<file path="src/rtl/core/complex_arithmetic_unit_macros.svh">
// Assertion helpers for the complex arithmetic unit
`ifndef COMPLEX_ARITHMETIC_UNIT_MACROS_SVH
`define COMPLEX_ARITHMETIC_UNIT_MACROS_SVH

// same-cycle implication, disabled in reset
`define CAU_ASSERT_NOW(lbl, clk, rst_n, ante, cons, msg) \
  lbl: assert property (@(posedge clk) disable iff (!rst_n) (ante) |-> (cons)) else $error(msg);

// next-cycle implication, disabled in reset
`define CAU_ASSERT_NEXT(lbl, clk, rst_n, ante, cons, msg) \
  lbl: assert property (@(posedge clk) disable iff (!rst_n) (ante) |=> (cons)) else $error(msg);

`endif

</file>
<file path="src/rtl/core/cau_pkg.sv">
`default_nettype none
package cau_pkg;

  localparam logic [1:0] MODE_ADD = 2'd0;
  localparam logic [1:0] MODE_SUB = 2'd1;
  localparam logic [1:0] MODE_MUL = 2'd2;
  localparam logic [1:0] MODE_DIV = 2'd3;

  // per-beat control that travels along the pipeline
  typedef struct packed {
    logic vld;
    logic is_div;
    logic dz;
    logic neg_re;
    logic neg_im;
    logic big_re;
    logic big_im;
    logic pre_sat;
  } cau_ctl_t;

endpackage
`default_nettype wire

</file>
<file path="src/rtl/core/cau_div_cell.sv">
`default_nettype none
module cau_div_cell #(
  parameter int DW = 16,
  parameter int MW = 2 * DW,
  parameter int SW = 2 * DW
) (
  input  wire logic              clk,
  input  wire logic              rst_n,
  input  wire logic              en,
  input  wire cau_pkg::cau_ctl_t ctl_i,
  input  wire logic [SW-1:0]     side_i,
  input  wire logic [MW-1:0]     den_i,
  input  wire logic [MW-1:0]     rem_re_i,
  input  wire logic [MW-1:0]     rem_im_i,
  input  wire logic [DW-1:0]     low_re_i,
  input  wire logic [DW-1:0]     low_im_i,
  input  wire logic [DW-1:0]     q_re_i,
  input  wire logic [DW-1:0]     q_im_i,
  output cau_pkg::cau_ctl_t      ctl_o,
  output logic [SW-1:0]          side_o,
  output logic [MW-1:0]          den_o,
  output logic [MW-1:0]          rem_re_o,
  output logic [MW-1:0]          rem_im_o,
  output logic [DW-1:0]          low_re_o,
  output logic [DW-1:0]          low_im_o,
  output logic [DW-1:0]          q_re_o,
  output logic [DW-1:0]          q_im_o
);

  // one restoring step per lane: bring in next numerator bit, try subtract
  logic [MW:0]   tr_re, tr_im;
  logic          ge_re, ge_im;
  logic [MW-1:0] rem_re_nxt, rem_im_nxt;

  assign tr_re = {rem_re_i, low_re_i[DW-1]};
  assign tr_im = {rem_im_i, low_im_i[DW-1]};
  assign ge_re = tr_re >= {1'b0, den_i};
  assign ge_im = tr_im >= {1'b0, den_i};
  assign rem_re_nxt = ge_re ? MW'(tr_re - {1'b0, den_i}) : MW'(tr_re);
  assign rem_im_nxt = ge_im ? MW'(tr_im - {1'b0, den_i}) : MW'(tr_im);

  cau_pkg::cau_ctl_t ctl_r;
  logic [SW-1:0]     side_r;
  logic [MW-1:0]     den_r, rem_re_r, rem_im_r;
  logic [DW-1:0]     low_re_r, low_im_r, q_re_r, q_im_r;

  always_ff @(posedge clk) begin
    if (!rst_n) begin
      ctl_r <= '0;
    end else if (en) begin
      ctl_r <= ctl_i;
    end
  end

  always_ff @(posedge clk) begin
    if (en) begin
      side_r   <= side_i;
      den_r    <= den_i;
      rem_re_r <= rem_re_nxt;
      rem_im_r <= rem_im_nxt;
      low_re_r <= low_re_i << 1;
      low_im_r <= low_im_i << 1;
      q_re_r   <= {q_re_i[DW-2:0], ge_re};
      q_im_r   <= {q_im_i[DW-2:0], ge_im};
    end
  end

  assign ctl_o    = ctl_r;
  assign side_o   = side_r;
  assign den_o    = den_r;
  assign rem_re_o = rem_re_r;
  assign rem_im_o = rem_im_r;
  assign low_re_o = low_re_r;
  assign low_im_o = low_im_r;
  assign q_re_o   = q_re_r;
  assign q_im_o   = q_im_r;

endmodule
`default_nettype wire

</file>
<file path="config.mk">
export PLATFORM = sky130hd
export DESIGN_NAME = cau_div_cell
export DESIGN_NICKNAME = d
export VERILOG_FILES = /design/src/rtl/core/complex_arithmetic_unit_macros.svh /design/src/rtl/core/cau_pkg.sv /design/src/rtl/core/cau_div_cell.sv
export SDC_FILE = /design/constraint.sdc
export NUM_CORES = 1
export LEC_CHECK = 0
export ABC_CLOCK_PERIOD_IN_PS = 7800
export BUFFER_PORTS_ARGS = -buffer_cell sky130_fd_sc_hd__buf_2
export CORE_MARGIN = 2
export CORE_UTILIZATION = 45
export CTS_BUF_LIST = sky130_fd_sc_hd__clkbuf_4
export DETAILED_ROUTE_END_ITERATION = 10
export PLACE_DENSITY = 0.73
export SLEW_MARGIN = 20
export SYNTH_ARGS = -nofsm -noshare
export SYNTH_HDL_FRONTEND = slang
export SYNTH_SLANG_ARGS = --single-unit
export TNS_END_PERCENT = 100
</file>
<file path="constraint.sdc">
create_clock -name clk -period 7.8 [get_ports clk]
set_clock_uncertainty 0.05 [all_clocks]
set_input_delay 0.39 -clock clk [delete_from_list [all_inputs] [get_ports clk]]
set_output_delay 0.39 -clock clk [all_outputs]
set_load 0.01 [all_outputs]
</file>
**Word-level counts from Yosys, hierarchy flattened**

Cells that the tools add are included.

- Add/subtract/negate cells: 2
- Order comparisons: 2
- Mux-type cells: 2

Operators by type and width:

| cell | count |
|---|---|
| $ge A33 B32 Y1 | 2 |
| $mux W32 | 2 |
| $sub A32 B32 Y32 | 2 |

- Register bits after elaboration: 198
- Output and inout bits: 200
- Logic and storage cells: 22

**Logic depth before layout (Yosys ltp)**

- Depth after elaboration: 2
- Depth in mapped cells: 13
- Depth with buffers taken out: 11

**Worst setup path before layout**

Ideal clock, no wire load.

- Path kind: input to register
- Start point: input port den_i[6]
- End point: register rem_re_r[13], in the netlist rem_re_o[13], data pin
- Library setup time: 260 ps
- Data arrival time: 2,658 ps
- Setup slack: 4,832 ps
- Cell stages on the path: 10
- Cells stage by stage: inv_1 -> ha_1 -> a21o_1 -> a211o_1 -> o311a_4 -> a211oi_4 -> o211a_1 -> o21a_2 -> buf_6 -> mux2_2

- Longest elaborated chain between the ends: 2
- Elaborated cells on any way between the ends: 3
- Those cells by class: add/sub: 1; order compare: 1; mux: 1

Ends and longest elaborated chain:

| element | line | RTL |
|---|---|---|
| from (decl) | cau_div_cell.sv:12 | `input wire logic [MW-1:0] den_i,` |
| $sub A32 B32 Y32 / $ge A33 B32 Y1 (equally long branches) | cau_div_cell.sv:39, cau_div_cell.sv:37 |  |
| $mux W32 (*) | cau_div_cell.sv:39 | `assign rem_re_nxt = ge_re ? MW'(tr_re - {1'b0, den_i}) : MW'(tr_re);` |
| via rem_re_nxt[13] | cau_div_cell.sv:33 | `logic [MW-1:0] rem_re_nxt, rem_im_nxt;` |
| to (signal assigned) | cau_div_cell.sv:59 | `rem_re_r <= rem_re_nxt;` |
| to (decl) | cau_div_cell.sv:44 | `logic [MW-1:0] den_r, rem_re_r, rem_im_r;` |

Mark *: on every way through the listed nets, which the timed path passes. The rest lies on a longest branch.
A chain may end at the register's enable or synchronous reset.

**Final worst setup path**

- Start point: input port den_i[6]
- End point: register rem_re_r[27], in the netlist rem_re_o[27], data pin

- Longest elaborated chain between the ends: 2
- Elaborated cells on any way between the ends: 3
- Those cells by class: add/sub: 1; order compare: 1; mux: 1

Ends and longest elaborated chain:

| element | line | RTL |
|---|---|---|
| $ge A33 B32 Y1 | cau_div_cell.sv:37 | `assign ge_re = tr_re >= {1'b0, den_i};` |
| via ge_re | cau_div_cell.sv:32 | `logic ge_re, ge_im;` |
| $mux W32 | cau_div_cell.sv:39 |  |
| via rem_re_nxt[27] | cau_div_cell.sv:33 |  |

The timed path passes the listed nets, and every way through them passes these cells.

==> load_flow_metrics.sql <==
INSERT INTO impl_metrics (metric_group, metric, value, unit) VALUES
('routing', 'drt-initial-drc-count', '672', ''),
('cts', 'clkTransAtPathRegs', '0.20', 'ns'),
('cts', 'cts_root_buf', 'sky130_fd_sc_hd__clkbuf_4', ''),
('global_route', 'overflow', '0', ''),
('worst_setup_path', 'timing.critical_path.to', 'rem_re_o[27]$_DFFE_PP_', ''),
('logic_synthesis', 'avgSynthCellArea', '11.98', 'sq um'),
('placed_design', 'placement.cell_area', '13000', 'sq um'),
('status', 'run_status', 'complete, no violations', ''),
('routing', 'antenna_left', '0', ''),
('logic_synthesis', 'ys_ff_latch', '198', ''),
('global_route', 'grt_pass1_vias', '9196', ''),
('logic_synthesis', 'ys_seq_area_share', '54.66', '%'),
('final_layout', 'area_growth_syn_to_layout', '39.87', '%'),
('timing', 'worstMarginPinSlew', '1.046', 'ns'),
('cts', 'cts_sinks', '198', ''),
('worst_setup_path', 'worstSetupPathType', 'input port to register', ''),
('routing', 'drtPass1Iterations', '5', ''),
('worst_setup_path', 'r2r_slack', '6.47', 'ns'),
('floorplanning', 'core_area', '23470', 'sq um'),
('global_route', 'antenna_found_initial', '6', ''),
('pwr', 'leakagePower', '0.006740', 'uW'),
('timing', 'fin_setup_tns', '0', 'ns'),
('pwr', 'power.density_cell_area', '182.8', 'nW/um^2'),
('logic_synthesis', 'synth_flop_cell', 'sky130_fd_sc_hd__edfxtp_1', ''),
('worst_setup_path', 'setup.worst_path.start_class', 'input port', ''),
('worst_setup_path', 'r2r-end', 'ctl_o[6]$_SDFFE_PN0P_', ''),
('global_route', 'grt_start_max_net_pins', '135', ''),
('floorplanning', 'die_h', '158.4', 'um'),
('timing', 'clock.fmax', '0.2553', 'GHz'),
('cts', 'cts_buffer_count', '17', ''),
('timing', 'number_of_hold_slack_violations_in_the_final_timing_report', '0', ''),
('final_layout', 'final_core_utilization', '63.95', '%'),
('pwr', 'ir_worst_vdd', '0.00009322', 'V'),
('placed_design', 'gp_routability_congestion', '0.9015', ''),
('routing', 'route.vias.total', '9429', ''),
('timing', 'finalWorstPathRequiredPeriod', '3.916', 'ns'),
('cts', 'post_cts_buffers', '0', ''),
('logic_synthesis', 'synth.cell_area', '10730', 'sq um'),
('global_route', 'first_pass_grt_wire_length', '49.41', 'mm'),
('routing', 'drcViolationCount', '0', ''),
('logic_synthesis', 'synth-async-reset-ratio', '0', '%'),
('logic_synthesis', 'count_of_different_cell_masters_after_synthesis', '75', ''),
('cts', 'clk_latency_worst_skew_pair', '0.59', 'ns'),
('logic_synthesis', 'synth-edff-count', '190', ''),
('min_path', 'min-delay-path-class', 'input port to register', ''),
('cts', 'cts_hold_buffers', '162', ''),
('timing', 'slew_headroom', '30.24', '%'),
('timing', 'min_period_over_period', '50.21', '%'),
('placed_design', 'post-dp-hpwl', '23.82', 'mm'),
('floorplanning', 'placementRows', '56', ''),
('job', 'cap_viol_max_count', '0', ''),
('worst_setup_path', 'worstRegToRegCells', '3', ''),
('routing', 'wl_per_cell', '19.07', 'um'),
('final_layout', 'layout.cell_area.non_filler', '15010', 'sq um'),
('worst_setup_path', 'critPathArrivalTime', '4.24', 'ns'),
('worst_setup_path', 'critPathCaptureType', 'register', ''),
('cts', 'maximum_level_of_the_cts_h_tree', '4', ''),
('worst_setup_path', 'crit_required', '8.12', 'ns'),
('cts', 'ctsResizeCount', '0', ''),
('cts', 'cts_max_path_buffers', '2', ''),
('timing', 'hold_slack', '0.05647', 'ns'),
('floorplanning', 'floorplan.die_area', '25100', 'sq um'),
('worst_setup_path', 'cp-startpoint', 'den_i[6]', ''),
('global_route', 'groute.usage.overall', '26.10', '%'),
('cts', 'tritoncts', 'yes', ''),
('floorplanning', 'start_util', '45.72', '%'),
('placed_design', 'place.port_buffers', '398', ''),
('worst_setup_path', 'timing.rr.start', 'ctl_o[6]$_SDFFE_PN0P_', ''),
('worst_setup_path', 'path_max_fanout', '59', ''),
('timing', 'finalMaxSlewViolations', '0', ''),
('timing', 'setup_violations', '0', ''),
('final_layout', 'finish.net_count', '1726', ''),
('routing', 'vias_per_cell', '5.253', ''),
('timing', 'rsz0062_at_grt', 'false', ''),
('final_layout', 'drive_above_1_share', '32.31', '%'),
('floorplanning', 'dieWidth', '158.4', 'um'),
('min_path', 'min_path_cells', '2', ''),
('logic_synthesis', 'synth-warning-count', '0', ''),
('logic_synthesis', 'netlist_instances', '896', ''),
('floorplanning', 'num_io_pins', '403', ''),
('routing', 'routed_wirelength', '34.24', 'mm');
## area by class of cell
| cell class | instances | area (sq um) |
|---|---|---|
| Inverter | 62 | 235.2 |
| Antenna cell | 6 | 15.01 |
| Clock inverter | 15 | 222.7 |
| Multi-Input combinational cell | 616 | 4488 |
| Clock buffer | 17 | 127.6 |
| Tap cell | 319 | 399.1 |
| Fill cell | 1815 | 8462 |
| Sequential cell | 198 | 5866 |
| Timing Repair Buffer | 562 | 3657 |
## per-stage QoR
stage	worst slack (ns)	total power, uW	instances
2_1_floorplan	4.832	1778	897
3_5_place_dp	3.769	2046	1594
5_1_grt	3.668	2877	1795
4_1_cts	3.910	2750	1788
3_3_place_gp	3.843	2036	1594
6_report	3.884	2744	1795
## power breakdown
group          leakage [uW]  internal, uW  switching [uW]  total [uW]
Sequential          0.00193          1300            29.7        1330
Clock              0.000180           174             464         638
Combinational       0.00463           358             418         777
## Yosys cell counts (9+ instances only)
master | instances | area share (%)
sky130_fd_sc_hd__nand4_1 | 10 | 0.58
sky130_fd_sc_hd__xor2_1 | 16 | 1.3
sky130_fd_sc_hd__ha_1 | 64 | 7.5
sky130_fd_sc_hd__a21oi_1 | 58 | 2.7
sky130_fd_sc_hd__a21o_1 | 30 | 2.1
sky130_fd_sc_hd__mux2_4 | 25 | 3.5
sky130_fd_sc_hd__nor2b_1 | 21 | 1.2
sky130_fd_sc_hd__o21ai_0 | 50 | 2.3
sky130_fd_sc_hd__nor2_1 | 46 | 1.6
sky130_fd_sc_hd__a211oi_1 | 11 | 0.77
sky130_fd_sc_hd__nor3_1 | 16 | 0.75
sky130_fd_sc_hd__and3_1 | 10 | 0.58
sky130_fd_sc_hd__inv_1 | 60 | 2.1
sky130_fd_sc_hd__mux2i_1 | 17 | 1.6
sky130_fd_sc_hd__nand3_1 | 20 | 0.93
sky130_fd_sc_hd__and2_1 | 9 | 0.52
sky130_fd_sc_hd__edfxtp_1 | 190 | 53
sky130_fd_sc_hd__nand2_1 | 70 | 2.4
sky130_fd_sc_hd__xnor2_1 | 31 | 2.5
## registers in the layout, summed over array words and instances, names as in the netlist
signal    cells
ctl_o         8
den_o        32
low_im_o     15
low_re_o     15
q_im_o       16
q_re_o       16
rem_im_o     32
rem_re_o     32
side_o       32
## layer usage
| layer | track usage [%] | part of all wire, % |
|---|---|---|
| met1 | 31.08 | 40 |
| met2 | 46.73 | 50 |
| met3 | 4.573 | 6.3 |
| met4 | 10.64 | 3.7 |
| met5 | 0 | 0 |
## worst min path at each step
stage | startpoint | endpoint | slack [ns]
final | rem_im_i[3] | rem_im_o[4]$_DFFE_PP_ | 0.06
after global routing | rem_im_i[18] | rem_im_o[19]$_DFFE_PP_ | 0.004
after CTS | rem_im_i[3] | rem_im_o[4]$_DFFE_PP_ | 0.0004
after detailed placement | ctl_o[5]$_SDFFE_PN0P_ | ctl_o[5]$_SDFFE_PN0P_ | 0.45
after global placement | ctl_o[3]$_SDFFE_PN0P_ | ctl_o[3]$_SDFFE_PN0P_ | 0.44
after floorplan | den_i[0] | den_o[0]$_DFFE_PP_ | 0.44
## cells by family (layout without fill, tap and decap cells)
group | Yosys count | after routing | synth area share [%]
AO/OA/AOI/OAI | 232 | 232 | 14.50
adder cells (fa/ha/maj) | 66 | 66 | 7.835
XOR/XNOR | 47 | 47 | 3.836
multiplexers | 45 | 45 | 5.398
flip-flops | 198 | 198 | 54.66
other | 1 | 8 | 0.03494
buffers and inverters | 83 | 656 | 3.556
AND/OR/NAND/NOR | 224 | 224 | 10.18
## worst max-delay path, stage by stage
cell,delay (ns)
sky130_fd_sc_hd__dlygate4sd3_1,0.52
sky130_fd_sc_hd__buf_2,0.13
sky130_fd_sc_hd__inv_1,0.12
sky130_fd_sc_hd__ha_1,0.33
sky130_fd_sc_hd__a21o_1,0.22
sky130_fd_sc_hd__a211o_1,0.32
sky130_fd_sc_hd__o311a_4,0.35
sky130_fd_sc_hd__a211oi_4,0.34
sky130_fd_sc_hd__o211a_1,0.18
sky130_fd_sc_hd__o21a_2,0.81
sky130_fd_sc_hd__inv_2,0.19
sky130_fd_sc_hd__mux2_2,0.33
## cell usage in the layout, fill, tap and decap left out, types with 8 or more instances in the layout
master / instances
sky130_fd_sc_hd__xnor2_1: 31
sky130_fd_sc_hd__a21o_1: 30
sky130_fd_sc_hd__a211oi_1: 11
sky130_fd_sc_hd__nor2b_1: 21
sky130_fd_sc_hd__inv_1: 60
sky130_fd_sc_hd__xor2_1: 16
sky130_fd_sc_hd__ha_1: 64
sky130_fd_sc_hd__mux2i_1: 17
sky130_fd_sc_hd__and3_1: 10
sky130_fd_sc_hd__dfxtp_1: 8
sky130_fd_sc_hd__nor3_1: 16
sky130_fd_sc_hd__and2_1: 9
sky130_fd_sc_hd__dlygate4sd3_1: 162
sky130_fd_sc_hd__nor2_1: 46
sky130_fd_sc_hd__clkbuf_4: 17
sky130_fd_sc_hd__edfxtp_1: 190
sky130_fd_sc_hd__nand4_1: 10
sky130_fd_sc_hd__nand3_1: 20
sky130_fd_sc_hd__mux2_4: 25
sky130_fd_sc_hd__o21ai_0: 50
sky130_fd_sc_hd__nand2_1: 70
sky130_fd_sc_hd__a21oi_1: 58
sky130_fd_sc_hd__buf_2: 397
(Power assumes the default switching activity.)
